==> src/hdl/kwm_pkg.sv <==
package kwm_pkg;

   // Largest number of lanes the lane field can address
   localparam int HW_LANES = 8;
   localparam int LANE_W = 3;
   localparam int CNT_W = 4;
   localparam int VALUE_W = 32;
   localparam int DEF_LANES = 8;
   localparam int QUEUE_DEPTH = 2;
   localparam logic [CNT_W-1:0] LANE_COUNT_RESET = 4'd8;

   // Result status codes
   localparam logic [1:0] ST_ELEM = 2'd0;
   localparam logic [1:0] ST_DONE = 2'd1;
   localparam logic [1:0] ST_REJECT = 2'd2;

   // Input item kinds
   localparam logic KIND_VALUE = 1'b0;
   localparam logic KIND_END = 1'b1;

   typedef struct packed {
      logic kind;
      logic [LANE_W-1:0] lane;
      logic signed [VALUE_W-1:0] value;
   } req_type;

   typedef struct packed {
      logic [1:0] status;
      logic [LANE_W-1:0] out_lane;
      logic signed [VALUE_W-1:0] out_value;
   } rsp_type;

   // Queue entry: the beat plus what the front already knows about it
   typedef struct packed {
      req_type req;
      logic range_bad;
   } cmd_type;

   // Clamp the programmed lane count to 1 .. used
   function automatic logic [CNT_W-1:0] active_lanes(input logic [CNT_W-1:0] cnt,
                                                     input logic [CNT_W-1:0] used);
      logic [CNT_W-1:0] n;
      n = cnt;
      if (n == '0) begin
         n = {{(CNT_W-1){1'b0}}, 1'b1};
      end
      if (n > used) begin
         n = used;
      end
      return n;
   endfunction

endpackage

==> src/hdl/kwm_front.sv <==
module kwm_front #(
   parameter int LANES = kwm_pkg::DEF_LANES
) (
   input  logic clock,
   input  logic reset,
   input  logic req_valid,
   output logic req_stall,
   input  kwm_pkg::req_type req_data,
   input  logic [kwm_pkg::CNT_W-1:0] lane_count,
   output logic cmd_valid,
   input  logic cmd_pop,
   output kwm_pkg::cmd_type cmd_data
);
   import kwm_pkg::*;

   localparam int USED = (LANES < HW_LANES) ? LANES : HW_LANES;
   localparam int PTR_W = (QUEUE_DEPTH > 1) ? $clog2(QUEUE_DEPTH) : 1;
   localparam int FILL_W = $clog2(QUEUE_DEPTH + 1);

   cmd_type queue_ff [QUEUE_DEPTH];
   logic [PTR_W-1:0] wr_ptr_ff, wr_ptr_in;
   logic [PTR_W-1:0] rd_ptr_ff, rd_ptr_in;
   logic [FILL_W-1:0] fill_ff, fill_in;
   logic push;
   logic [CNT_W-1:0] n_active;
   cmd_type cmd_new;

   // Classify: lanes beyond the active count are rejected downstream
   always_comb begin
      n_active = active_lanes(lane_count, CNT_W'(USED));
      cmd_new.req = req_data;
      cmd_new.range_bad = ({1'b0, req_data.lane} >= n_active);
   end

   assign req_stall = (fill_ff == FILL_W'(QUEUE_DEPTH));
   assign push = req_valid && !req_stall;
   assign cmd_valid = (fill_ff != '0);
   assign cmd_data = queue_ff[rd_ptr_ff];

   // Advance pointers and fill level
   always_comb begin
      wr_ptr_in = wr_ptr_ff;
      rd_ptr_in = rd_ptr_ff;
      fill_in = fill_ff;
      if (push) begin
         wr_ptr_in = (wr_ptr_ff == PTR_W'(QUEUE_DEPTH - 1)) ? '0 : wr_ptr_ff + 1'b1;
      end
      if (cmd_pop) begin
         rd_ptr_in = (rd_ptr_ff == PTR_W'(QUEUE_DEPTH - 1)) ? '0 : rd_ptr_ff + 1'b1;
      end
      if (push && !cmd_pop) begin
         fill_in = fill_ff + 1'b1;
      end else if (!push && cmd_pop) begin
         fill_in = fill_ff - 1'b1;
      end
   end

   always_ff @(posedge clock) begin
      if (reset) begin
         wr_ptr_ff <= '0;
         rd_ptr_ff <= '0;
         fill_ff <= '0;
      end else begin
         wr_ptr_ff <= wr_ptr_in;
         rd_ptr_ff <= rd_ptr_in;
         fill_ff <= fill_in;
      end
   end

   // Store the classified beat
   always_ff @(posedge clock) begin
      if (push) begin
         queue_ff[wr_ptr_ff] <= cmd_new;
      end
   end

endmodule

==> src/hdl/kwm_back.sv <==
module kwm_back #(
   parameter int LANES = kwm_pkg::DEF_LANES
) (
   input  logic clock,
   input  logic reset,
   input  logic [kwm_pkg::CNT_W-1:0] lane_count,
   input  logic merge_clear,
   input  logic cmd_valid,
   output logic cmd_pop,
   input  kwm_pkg::cmd_type cmd_data,
   output logic rsp_valid,
   input  logic rsp_stall,
   output kwm_pkg::rsp_type rsp_data
);
   import kwm_pkg::*;

   localparam int USED = (LANES < HW_LANES) ? LANES : HW_LANES;

   logic signed [VALUE_W-1:0] head_ff [USED];
   logic [USED-1:0] head_valid_ff, head_valid_in;
   logic [USED-1:0] lane_ended_ff, lane_ended_in;
   logic rsp_valid_ff, rsp_valid_in;
   rsp_type rsp_ff, rsp_in;

   logic go;
   logic busy;
   logic all_ready;
   logic emit;
   logic [CNT_W-1:0] n_active;
   logic [USED-1:0] sel;
   logic [USED-1:0] hv_upd;
   logic [USED-1:0] en_upd;
   logic signed [VALUE_W-1:0] head_eff [USED];

   // Comparator tree over eight leaves, lowest lane wins ties
   logic signed [VALUE_W-1:0] t0_val [8];
   logic [LANE_W-1:0] t0_idx [8];
   logic t0_v [8];
   logic signed [VALUE_W-1:0] t1_val [4];
   logic [LANE_W-1:0] t1_idx [4];
   logic t1_v [4];
   logic signed [VALUE_W-1:0] t2_val [2];
   logic [LANE_W-1:0] t2_idx [2];
   logic t2_v [2];
   logic signed [VALUE_W-1:0] best_val;
   logic [LANE_W-1:0] best_idx;
   logic found;

   assign go = cmd_valid && (!rsp_valid_ff || !rsp_stall);
   assign cmd_pop = go;

   // Check the lane and fold the new beat into the lane flags
   always_comb begin
      n_active = active_lanes(lane_count, CNT_W'(USED));
      busy = cmd_data.range_bad;
      for (int i = 0; i < USED; i++) begin
         sel[i] = (cmd_data.req.lane == LANE_W'(i));
         if (sel[i] && (head_valid_ff[i] || lane_ended_ff[i])) begin
            busy = 1'b1;
         end
      end
      all_ready = 1'b1;
      for (int i = 0; i < USED; i++) begin
         hv_upd[i] = head_valid_ff[i] ||
                     (sel[i] && !busy && (cmd_data.req.kind == KIND_VALUE));
         en_upd[i] = lane_ended_ff[i] ||
                     (sel[i] && !busy && (cmd_data.req.kind == KIND_END));
         head_eff[i] = (sel[i] && (cmd_data.req.kind == KIND_VALUE)) ?
                       cmd_data.req.value : head_ff[i];
         if ((CNT_W'(i) < n_active) && !hv_upd[i] && !en_upd[i]) begin
            all_ready = 1'b0;
         end
      end
   end

   // Pick the smallest valid head
   always_comb begin
      for (int i = 0; i < 8; i++) begin
         t0_idx[i] = LANE_W'(i);
         t0_val[i] = '0;
         t0_v[i] = 1'b0;
      end
      for (int i = 0; i < USED; i++) begin
         t0_val[i] = head_eff[i];
         t0_v[i] = hv_upd[i];
      end
      for (int i = 0; i < 4; i++) begin
         if (t0_v[2*i+1] && (!t0_v[2*i] || (t0_val[2*i+1] < t0_val[2*i]))) begin
            t1_val[i] = t0_val[2*i+1];
            t1_idx[i] = t0_idx[2*i+1];
         end else begin
            t1_val[i] = t0_val[2*i];
            t1_idx[i] = t0_idx[2*i];
         end
         t1_v[i] = t0_v[2*i] || t0_v[2*i+1];
      end
      for (int i = 0; i < 2; i++) begin
         if (t1_v[2*i+1] && (!t1_v[2*i] || (t1_val[2*i+1] < t1_val[2*i]))) begin
            t2_val[i] = t1_val[2*i+1];
            t2_idx[i] = t1_idx[2*i+1];
         end else begin
            t2_val[i] = t1_val[2*i];
            t2_idx[i] = t1_idx[2*i];
         end
         t2_v[i] = t1_v[2*i] || t1_v[2*i+1];
      end
      if (t2_v[1] && (!t2_v[0] || (t2_val[1] < t2_val[0]))) begin
         best_val = t2_val[1];
         best_idx = t2_idx[1];
      end else begin
         best_val = t2_val[0];
         best_idx = t2_idx[0];
      end
      found = t2_v[0] || t2_v[1];
   end

   // Decide the result and the next lane flags
   always_comb begin
      head_valid_in = head_valid_ff;
      lane_ended_in = lane_ended_ff;
      rsp_in = rsp_ff;
      emit = 1'b0;
      if (merge_clear) begin
         head_valid_in = '0;
         lane_ended_in = '0;
      end else if (go) begin
         if (busy) begin
            emit = 1'b1;
            rsp_in.status = ST_REJECT;
            rsp_in.out_lane = cmd_data.req.lane;
            rsp_in.out_value = '0;
         end else begin
            head_valid_in = hv_upd;
            lane_ended_in = en_upd;
            if (all_ready && found) begin
               emit = 1'b1;
               for (int i = 0; i < USED; i++) begin
                  if (best_idx == LANE_W'(i)) begin
                     head_valid_in[i] = 1'b0;
                  end
               end
               rsp_in.status = ST_ELEM;
               rsp_in.out_lane = best_idx;
               rsp_in.out_value = best_val;
            end else if (all_ready) begin
               emit = 1'b1;
               head_valid_in = '0;
               lane_ended_in = '0;
               rsp_in.status = ST_DONE;
               rsp_in.out_lane = '0;
               rsp_in.out_value = '0;
            end
         end
      end
      if (emit) begin
         rsp_valid_in = 1'b1;
      end else begin
         rsp_valid_in = rsp_valid_ff && rsp_stall;
      end
   end

   always_ff @(posedge clock) begin
      if (reset) begin
         head_valid_ff <= '0;
         lane_ended_ff <= '0;
         rsp_valid_ff <= 1'b0;
      end else begin
         head_valid_ff <= head_valid_in;
         lane_ended_ff <= lane_ended_in;
         rsp_valid_ff <= rsp_valid_in;
      end
   end

   // Hold the result payload and write new heads
   always_ff @(posedge clock) begin
      rsp_ff <= rsp_in;
      for (int i = 0; i < USED; i++) begin
         if (go && !busy && sel[i] && (cmd_data.req.kind == KIND_VALUE)) begin
            head_ff[i] <= cmd_data.req.value;
         end
      end
   end

   assign rsp_valid = rsp_valid_ff;
   assign rsp_data = rsp_ff;

endmodule

==> src/hdl/k_way_sorted_merge.sv <==
// An accepted beat is queued, then its result (if any) is held in the result register.
// Throughput: one beat per cycle unless rsp_stall holds the result; the back end
// updates one lane and runs the eight-leaf comparator tree for the minimum head.
// A two-entry queue lets the input side run while a result waits on rsp_stall.
// Reset (synchronous): queue and result register empty, all lane flags clear,
// lane_count back to 8; heads hold no value until written, no clearing pass.
module k_way_sorted_merge #(
   parameter int LANES = kwm_pkg::DEF_LANES
) (
   input  logic clock,
   input  logic reset,
   input  logic req_valid,
   output logic req_stall,
   input  kwm_pkg::req_type req_data,
   output logic rsp_valid,
   input  logic rsp_stall,
   output kwm_pkg::rsp_type rsp_data,
   input  logic csr_write_en,
   input  logic [kwm_pkg::CNT_W-1:0] csr_write_data
);
   import kwm_pkg::*;

   logic [CNT_W-1:0] lane_count_ff;
   logic cmd_valid;
   logic cmd_pop;
   cmd_type cmd_data;

   // Hold the lane count register
   always_ff @(posedge clock) begin
      if (reset) begin
         lane_count_ff <= LANE_COUNT_RESET;
      end else if (csr_write_en) begin
         lane_count_ff <= csr_write_data;
      end
   end

   kwm_front #(
      .LANES (LANES)
   ) u_front (
      .clock      (clock),
      .reset      (reset),
      .req_valid  (req_valid),
      .req_stall  (req_stall),
      .req_data   (req_data),
      .lane_count (lane_count_ff),
      .cmd_valid  (cmd_valid),
      .cmd_pop    (cmd_pop),
      .cmd_data   (cmd_data)
   );

   kwm_back #(
      .LANES (LANES)
   ) u_back (
      .clock       (clock),
      .reset       (reset),
      .lane_count  (lane_count_ff),
      .merge_clear (csr_write_en),
      .cmd_valid   (cmd_valid),
      .cmd_pop     (cmd_pop),
      .cmd_data    (cmd_data),
      .rsp_valid   (rsp_valid),
      .rsp_stall   (rsp_stall),
      .rsp_data    (rsp_data)
   );

endmodule
==> config.mk <==
export PLATFORM = sky130hd
export DESIGN_NAME = k_way_sorted_merge
export DESIGN_NICKNAME = d
export VERILOG_FILES = /design/src/hdl/kwm_pkg.sv /design/src/hdl/kwm_front.sv /design/src/hdl/kwm_back.sv /design/src/hdl/k_way_sorted_merge.sv
export SDC_FILE = /design/constraint.sdc
export NUM_CORES = 1
export LEC_CHECK = 0
export ABC_AREA = 1
export BUFFER_PORTS_ARGS = -buffer_cell sky130_fd_sc_hd__clkbuf_2
export CAP_MARGIN = 0
export CORE_MARGIN = 2
export CORE_UTILIZATION = 40
export CTS_CLUSTER_DIAMETER = 30
export DETAILED_ROUTE_END_ITERATION = 16
export PLACE_DENSITY = 0.6
export SYNTH_ARGS = -nofsm -noshare
export SYNTH_HDL_FRONTEND = slang
export SYNTH_SLANG_ARGS = --single-unit
==> constraint.sdc <==
create_clock -name clock -period 22.6 [get_ports clock]
set_input_delay 1.13 -clock clock [delete_from_list [all_inputs] [get_ports clock]]
set_output_delay 1.13 -clock clock [all_outputs]
set_load 0.01 [all_outputs]
Word level (Yosys, flattened, before mapping)

Memory sizes are Yosys's and may differ from the RTL's. A register that Yosys moved wholly into a read port is not among the register bits.
Index checks and enable logic that the tools add are counted.

Bitwise gates (word level): 3
Reductions and logical operators: 167
$lt $le $gt $ge: 17
Mux-type cells: 106
Add/sub/neg operators: 4
Equal/unequal tests: 15

Operators with widths:

| operator           | count |
|---|---|
| $mux 32            | 22 |
| $lt 32x32->1       | 7 |
| $reduce_or 32->1   | 7 |
| $logic_and 1x1->1  | 86 |
| $mux 37            | 2 |
| $mux 1             | 63 |
| $logic_or 1x1->1   | 39 |
| $mux 35            | 1 |
| $mux 8             | 4 |
| $logic_not 1->1    | 25 |
| $eq 3x3->1 const B | 8 |
| $mux 3             | 8 |
| $lt 3x4->1 const A | 4 |
| $eq 3x2->1 const B | 4 |
| $lt 1x4->1 const A | 2 |
| $lt 2x4->1 const A | 2 |
| $mux 2             | 4 |
| $mux 4             | 2 |
| $eq 3x1->1 const B | 2 |
| $logic_not 3->1    | 2 |
| $ge 3x4->1         | 1 |
| $gt 4x4->1 const B | 1 |
| $logic_not 4->1    | 1 |
| $reduce_bool 2->1  | 2 |
| other kinds (9)    | 13 |

Logic and storage cells: 325
Memories kept: 2
Bits in registers: 62
Input bits: 45
RAM bits: 330

Memory list:

| memory           | depth | bits a word | rd ports | clocked after memory_dff | wr ports | RTL line        | text |
|---|---|---|---|---|---|---|---|
| u_back.head_ff   | 8     | 32          | 8        | 0                        | 1        | kwm_back.sv:19  | `logic signed [VALUE_W-1:0] head_ff [USED];` |
| u_front.queue_ff | 2     | 37          | 1        | 1                        | 1        | kwm_front.sv:20 | `cmd_type queue_ff [QUEUE_DEPTH];` |

Longest topological paths before layout

Gate-level depths: netlist (run 1).

Depth after elaboration: 31
Gate-level depth with buffers: 67
Depth with buffers taken out: 62

Cells and area by module

Synthesis (run 1) repeated with hierarchy kept, for this count alone.

Cell total of the unflattened synthesis: 2505
Area total of the unflattened synthesis: 23379.9 um^2

Modules (own cells, without submodules):

| module             | seq. area each (um^2) | instances | area each (um^2) | cells an instance |
|---|---|---|---|---|
| kwm_back           | 9138.8                | 1         | 20039.2          | 2313 |
| kwm_front          | 2322.2                | 1         | 3165.5           | 167 |
| k_way_sorted_merge | 80.1                  | 1         | 175.2            | 25 |

Worst setup path after synthesis (run 1)

Ideal clock, no wire load.

Path kind: register -> register
Start: reg with a tool-made name
End: reg u_back.rsp_ff, in the netlist u_back.rsp_data[25] (data pin)
Buffers on the path: 8
Stages on the path, launching flop included: 54
Required time: 22.317 ns
Clock period less this slack: 7.357 ns
Path slack: 15.243 ns
Arrival time: 7.074 ns
Cells stage by stage: dfxtp_1 > inv_2 > nand2_1 > nand2_1 > inv_2 > buf_2 > nand3_1 > clkbuf_1 > buf_1 > nor2_1 > a21oi_1 > ha_1 > a21oi_1 > o21ai_0 > nand3_1 > a21oi_1 > a2111oi_0 > nand2_1 > [... 18 more ...] > clkbuf_1 > clkbuf_1 > nand2_1 > o21ai_0 > ha_1 > a21oi_1 > nor2_1 > a211oi_1 > o221a_2 > nand2_1 > nand2_1 > nand2_1 > nand2_1 > nand3_2 > nand2_4 > buf_8 > buf_4 > a211oi_2

RTL lines:

| item                 | RTL line        | text |
|---|---|---|
| to (signal assigned) | kwm_back.sv:176 | `rsp_ff <= rsp_in;` |
| to (decl)            | kwm_back.sv:23  | `rsp_type rsp_ff, rsp_in;` |

==> flow_summary_export.csv, run 1 <==
group,metric,value,unit
grt,grt_max_degree,71,
synth,yosysWarnings,0,
cts,htreeDepth,3,
synth,synth-seq-area-share,0.4969,
routing,remaining_drc_errors,0,
routing,wl,70.25,mm
floorplan,initial_core_util,0.4033,
finish,utilization,0.4814,
synth,synth_edf_count,367,
worst_setup_path,cp-end-kind,"register",
cts,cts_tree,"yes",
routing,ant_nets,0,
cts,numCtsBuffers,97,
worst_setup_path,crit_type,"reg -> reg",
routing,vias,19008,
routing,wl_per_cell,20.26,µm
hold_path,hp-class,"reg -> reg",
sta,setup-tns-final,0,ns
synth,syn_avg_cell_area,9.187,µm²
worst_setup_path,critPathMaxFanout,70,
sta,hold_viol,0,
status,status,"completed",
placement,place_area,24390,µm²
floorplan,placementRows,88,
cts,postCtsSetupRepairBufs,0,
grt,grt_pass1_vias,18619,
sta,finalCritPeriodShare,0.5478,
placement,port_buffers,83,
run,drv_cap,0,
worst_setup_path,r2r_slack,10.22,ns
sta,worst_slack,10.22,ns
grt,grt_pass1_wl,107.4,mm
worst_setup_path,crit_path_frequent_cell,"nand2_1",
cts,holdBufCountCts,0,
power,irDropWorstVdd,0.07118,mV
cts,clockBufferDepth,3,
grt,antenna_found_initial,0,
sta,max_slew_margin,0.07917,
synth,ys_seq_elements,393,
cts,cts_resized,0,
synth,synth_fp_nets,2794,
finish,num-nets-final,2886,
floorplan,die_w,245.0,µm
synth,synth_top_flop_cell,"edfxtp_1",
hold_path,hold_start,"u_front.rd_ptr_ff",
sta,fmax,0.08077,GHz
placement,pre_cts_ws,10.45,ns
worst_setup_path,crit_path_max_incr_delay,0.70,ns
floorplan,floorplan.io_pins,84,
synth,ys_async_sr_fraction,0,
grt,overflow,0,
sta,finalMaxSlewViolations,0,
finish,diodes,0,
floorplan,die_area,60010,µm²
synth,synthesis.area,23220,µm²
routing,viasPerCell,5.483,
sta,skew,0.02920,ns
finish,layout_common_cells,"nand2_1, o21ai_0, edfxtp_1",
synth,syn_inst,2528,
floorplan,core-area,57590,µm²
sta,fin_crit,12.38,ns
routing,dr.pass1.iters,6,
floorplan,die_y,245.0,µm
sta,timing.hold.ws,0.4517,ns
worst_setup_path,arrival,12.90,ns
placement,dp_hpwl,48.23,mm
finish,final_layout_size_suffix_gt1_frac,0.1377,
cts,numClockSinks,393,
grt,grt.total_usage,0.2349,
sta,worstMarginPinSlew,1.378,ns
cts,insertion_delay,0.64,ns
power,power_density,145.3,nW/µm²
cts,clkTransAtPathRegs,0.05,ns
routing,initialDrtViolationCount,1607,
worst_setup_path,slowest_stage,"nand2_4",
sta,setup_viol,0,
finish,syn_to_final_growth,19.37,%
worst_setup_path,startpoint_type,"register",
worst_setup_path,cp_data_required_time,23.12,ns
synth,synth.distinct_cells,46,
worst_setup_path,endpoint,"u_back.head_valid_ff[3]",
sta,rsz0062_at_grt,"no",
placement,globalplace.congestion,0.9147,
finish,final_cell_area,27720,µm²
finish,final_common_cell,"nand2_1",
worst_setup_path,r2r-end,"u_back.head_valid_ff[3]",
worst_setup_path,rr_worst_depth,44,
cts,clockRootBuffer,"clkbuf_16",
power,p_leak,11.10,nW
-- cell type report --
type | count | area (µm²)
clock buffers | 117 | 2616
clock inverters | 64 | 718.2
fillers | 5314 | 29860
inverters | 129 | 484.2
multi-input cells | 1891 | 10800
flip-flops and latches | 393 | 11540
well taps | 765 | 957.2
repair buffers | 108 | 603.1
-- report_power, final --
part           internal [W]  total [W]  switching [W]
Sequential         0.000946   0.000969      0.0000232
Combinational      0.000464    0.00165        0.00119
Clock              0.000967    0.00140       0.000437
Total               0.00238    0.00403        0.00165
-- stage by stage --
step | power (W) | std cells
finish | 0.004027 | 3467
global route | 0.004290 | 3467
CTS | 0.004032 | 3467
detailed placement | 0.002612 | 3286
global placement | 0.002573 | 3286
floorplan | 0.002108 | 2528
-- cells in the mapped netlist (2+ instances only) --
cell type	number	area, µm²
nand2_4	4	45.04
or2_2	33	206.5
inv_2	4	15.01
a31oi_1	4	25.02
buf_2	4	20.02
dfxtp_1	26	520.5
a21oi_1	185	925.9
buf_1	5	18.77
nand3_2	6	60.06
o21a_1	6	45.04
clkinv_1	4	15.01
inv_1	121	454.2
nand3b_1	2	15.01
o21ai_1	36	180.2
o221ai_1	7	61.31
o221a_2	6	67.56
o21ai_0	401	2007
nand2_1	631	2369
nor2_1	178	668.1
a211oi_1	19	142.6
a2111oi_0	5	43.79
ha_1	221	2765
nand2_2	2	12.51
nand4_1	34	212.7
clkbuf_1	98	367.9
nand3_1	47	235.2
a211oi_2	29	362.9
o21bai_2	2	22.52
o22ai_1	3	18.77
edfxtp_1	367	11020
nor4_1	7	43.79
buf_4	2	15.01
nor3_1	10	50.05
nor2_4	3	33.78
buf_6	5	56.30
-- per-layer routing --
metal / routed length [µm] / vias up / global-route usage
met5: 0 / - / 0
met4: 2718 / 0 / 0.09846
met3: 4249 / 142 / 0.03849
met2: 32450 / 597 / 0.3874
met1: 30830 / 9043 / 0.3064
li1: - / 9226 / -
-- how the worst min path moves through the flow --
stage               slack, ns  cells after the start                       to
finish                   0.45                      1                 register
global route             0.50                      2  u_back.head_valid_ff[1]
CTS                      0.46                      1                 register
detailed placement       0.44                      1                 register
global placement         0.43                      1                 register
floorplan                0.43                      1                 register
-- cells by family after synthesis --
group,Yosys count,share of synthesized area
buffers and inverters,244,0.04207
flip-flops,393,0.4969
AND/OR/NAND/NOR,960,0.1713
adder cells (fa/ha/maj),221,0.1191
AO/OA/AOI/OAI,710,0.1706
-- registers in the layout (all words and copies together), names as in the netlist, named ones only --
signal	count
u_front.queue_ff	74
u_back.lane_ended_ff	8
u_back.rsp_valid	1
lane_count_ff	4
u_back.head_valid_ff	8
u_back.head_ff	256
u_front.rd_ptr_ff	1
u_back.rsp_data	37
u_front.fill_ff	2
u_front.wr_ptr_ff	1
-- worst max-delay path: cells and delay by family (launching register included) --
kind                       cells  cell delay [ns]
AOI/OAI and AO/OA              8             1.56
adders and majority gates      3             1.18
buffers and inverters          9             3.65
DFF                            1             0.31
and+or+nand+nor               24             5.47
Power figures use the tool's default switching activity.
==> inputs of run 2 (changes only) <==
--- a/config.mk
+++ b/config.mk
@@ -5,14 +5,14 @@
 export SDC_FILE = /design/constraint.sdc
 export NUM_CORES = 1
 export LEC_CHECK = 0
-export ABC_AREA = 1
+export ABC_AREA = 0
 export BUFFER_PORTS_ARGS = -buffer_cell sky130_fd_sc_hd__clkbuf_2
 export CAP_MARGIN = 0
 export CORE_MARGIN = 2
 export CORE_UTILIZATION = 40
 export CTS_CLUSTER_DIAMETER = 30
 export DETAILED_ROUTE_END_ITERATION = 16
-export PLACE_DENSITY = 0.6
+export PLACE_DENSITY = 0.62
 export SYNTH_ARGS = -nofsm -noshare
 export SYNTH_HDL_FRONTEND = slang
 export SYNTH_SLANG_ARGS = --single-unit
==> constraint.sdc (replaced) <==
create_clock -name clock -period 11.3 [get_ports clock]
set_input_delay 0.565 -clock clock [delete_from_list [all_inputs] [get_ports clock]]
set_output_delay 0.565 -clock clock [all_outputs]
set_load 0.01 [all_outputs]
==> run 2 against run 1 <==
Against the previous run:
- power is 84% higher
- setup slack got worse by 9.8 ns
- worst hold slack got worse by 0.33 ns
- critical path type unchanged
- synthesized area rose by 5.5%
==> flow_summary_export.csv, run 2 <==
group,metric,value,unit
status,status,"completed",
floorplan,die_area,63240,µm²
sta,hold_viol,0,
worst_setup_path,startpoint_type,"register",
hold_path,hold_end,"u_front.queue_ff[1][3]",
cts,numCtsBuffers,97,
cts,clkTransAtPathRegs,0.05,ns
cts,cts_tree,"yes",
floorplan,floorplan.io_pins,84,
cts,holdBufCountCts,0,
power,combPwrFrac,0.350,
routing,ant_nets,0,
power,power.switching,0.002536,W
synth,yosysWarnings,0,
grt,grt_max_degree,49,
power,pwr-share-seq,0.253,
synth,synthTopCellsByArea,"edfxtp_1, ha_1, mux2i_1",
power,switching_share,0.3427,
cts,clockBufferDepth,3,
synth,synth-seq-area-share,0.4711,
cts,insertion_delay,0.63,ns
synth,synth_top_area_cell,"edfxtp_1",
worst_setup_path,rr_worst_depth,39,
hold_path,hp-class,"in -> reg",
finish,syn_to_final_growth,27.08,%
synth,syn_avg_cell_area,10.18,µm²
finish,final_common_cell,"edfxtp_1",
grt,antenna_found_initial,1,
synth,syn_inst,2407,
power,p_leak,13.57,nW
worst_setup_path,slowest_stage,"or4_1",
sta,setup-tns-final,0,ns
worst_setup_path,arrival,11.37,ns
hold_path,hold_start,"req_data[2]",
power,internal_power,0.004864,W
synth,yosys-top-cells-count,"edfxtp_1, a21oi_1, nand2_1, nor2_1, ha_1",
worst_setup_path,critPathMaxFanout,48,
hold_path,holdPathStages,1,
sta,max_slew_margin,0.2158,
worst_setup_path,r2r-end,"u_back.rsp_data[19]",
worst_setup_path,r2r_slack,0.37,ns
routing,remaining_drc_errors,0,
worst_setup_path,crit_type,"reg -> reg",
synth,synth.distinct_cells,96,
worst_setup_path,crit_path_frequent_cell,"buf_4",
finish,final_layout_size_suffix_gt1_frac,0.2098,
grt,grt_pass1_vias,19650,
floorplan,die_y,251.5,µm
sta,setup_viol,0,
routing,wl_per_cell,22.92,µm
worst_setup_path,crit_path_max_incr_delay,0.65,ns
placement,pre_cts_ws,-0.04580,ns
synth,synthesis.area,24500,µm²
finish,layout_common_cells,"edfxtp_1, a21oi_1, nand2_1",
finish,regMostFlops,"u_back.head_ff",
floorplan,initial_core_util,0.4051,
sta,worst_slack,0.3729,ns
cts,clockRootBuffer,"clkbuf_16",
floorplan,placementRows,90,
worst_setup_path,cp_data_required_time,11.75,ns
synth,ys_async_sr_fraction,0,
grt,grt.total_usage,0.2519,
grt,grt_pass1_wl,119.9,mm
worst_setup_path,cp-end-kind,"register",
placement,port_buffers,83,
routing,initialDrtViolationCount,1768,
sta,finalCritPeriodShare,0.9670,
grt,overflow,0,
routing,viasPerCell,5.675,
power,clkPwrFrac,0.397,
finish,num-nets-final,2987,
synth,synth_fp_nets,2673,
sta,worstMarginPinSlew,1.173,ns
routing,vias,20352,
sta,fin_crit,10.93,ns
synth,ys_seq_elements,393,
run,drv_cap,0,
placement,globalplace.congestion,0.9344,
cts,htreeDepth,3,
routing,dr.pass1.iters,5,
sta,fmax,0.09152,GHz
sta,finalMaxSlewViolations,0,
floorplan,core-area,60470,µm²
cts,numClockSinks,393,
placement,dp_hpwl,57.48,mm
floorplan,die_w,251.5,µm
power,irDropWorstVdd,0.1448,mV
routing,wl,82.20,mm
synth,synth_edf_count,367,
power,power_density,237.7,nW/µm²
synth,synth_top_flop_cell,"edfxtp_1",
synth,yosysTopAreaCellShare,0.4499,
synth,synth_most_common_cell,"edfxtp_1",
finish,largest_reg_flops,256,
sta,skew,0.01594,ns
finish,nFillCells,5333,
-- run 2: per-stage QoR --
stage | power (W) | hold slack (ns) | std cells | area, µm² | util
after floorplan | 0.003358 | 0.4377 | 2407 | 24500 | -
after global placement | 0.004313 | 0.4672 | 3371 | 27290 | 0.4513
after detailed placement | 0.004362 | 0.4747 | 3371 | 27290 | 0.4513
after CTS | 0.007341 | 0.09451 | 3556 | 30780 | 0.5091
after global routing | 0.007744 | 0.1054 | 3585 | 31130 | 0.5148
final | 0.007399 | 0.1200 | 3586 | 31130 | 0.5148
-- run 2: area by class of cell --
class | count | area [µm²] | area share
Antenna cell | 1 | 2.502 | 0.00008038
Clock buffer | 109 | 2557 | 0.08215
Clock inverter | 72 | 898.4 | 0.02886
Inverter | 184 | 690.7 | 0.02219
Multi-Input combinational cell | 1726 | 12090 | 0.3884
Sequential cell | 393 | 11540 | 0.3708
Tap cell | 782 | 978.4 | 0.03143
Timing Repair Buffer | 319 | 2369 | 0.07608
-- run 2: logic make-up (layout without fill, tap and decap cells) --
family,after synthesis,after routing,share of synthesized area
flip-flops,393,393,0.4711
buffers and inverters,293,684,0.04847
AO/OA/AOI/OAI,657,662,0.1657
other,0,1,0
AND/OR/NAND/NOR,662,662,0.1259
XOR/XNOR,7,7,0.002503
adder cells (fa/ha/maj),221,221,0.1129
multiplexers,174,174,0.07345
-- run 2: worst max-delay path by stage --
stage | from | to | slack, ns
5_1_grt | u_front.queue_ff[0][33] | u_back.rsp_data[19] | -0.04
2_1_floorplan | register | u_back.rsp_data[33] | 1.47
6_report | register | u_back.rsp_data[19] | 0.37
3_5_place_dp | register | u_back.rsp_data[19] | -0.05
4_1_cts | register | u_back.rsp_data[19] | 0.02
3_3_place_gp | u_front.queue_ff[0][33] | u_back.rsp_data[19] | 0.17
-- run 2: worst max-delay path, delay by kind of cell, from the launching register on --
family	cells	cell delay, ns
buf+inv	9	1.98
xor+xnor	1	0.15
fa+ha+maj	3	0.85
compound gates	14	2.91
simple gates	10	3.67
mux	2	0.71
flops	1	0.39
-- run 2: power by group through the flow --
stage	clock, W	combinational, W	sequential (W)
finish	0.00294	0.00259	0.00187
global route	0.00305	0.00282	0.00188
CTS	0.00297	0.00250	0.00187
detailed placement	0	0.00247	0.00190
global placement	0	0.00242	0.00189
floorplan	0	0.00147	0.00189
-- run 2: routing by layer --
| layer | GRT usage | wire (µm) | share of wire |
|---|---|---|---|
| met5 | 0 | 0 | 0 |
| met4 | 0.09082 | 2821 | 0.034 |
| met3 | 0.04250 | 5949 | 0.072 |
| met2 | 0.4092 | 37950 | 0.46 |
| met1 | 0.3389 | 35470 | 0.43 |
-- run 2: what timing repair did --
item | in CTS | in global routing
pin swaps | 1 | 8
gates cloned | 2 | 3
setup endpoints to repair | 10 | 43
buffers inserted | 2 | 26
gates resized for setup | 2 | 27
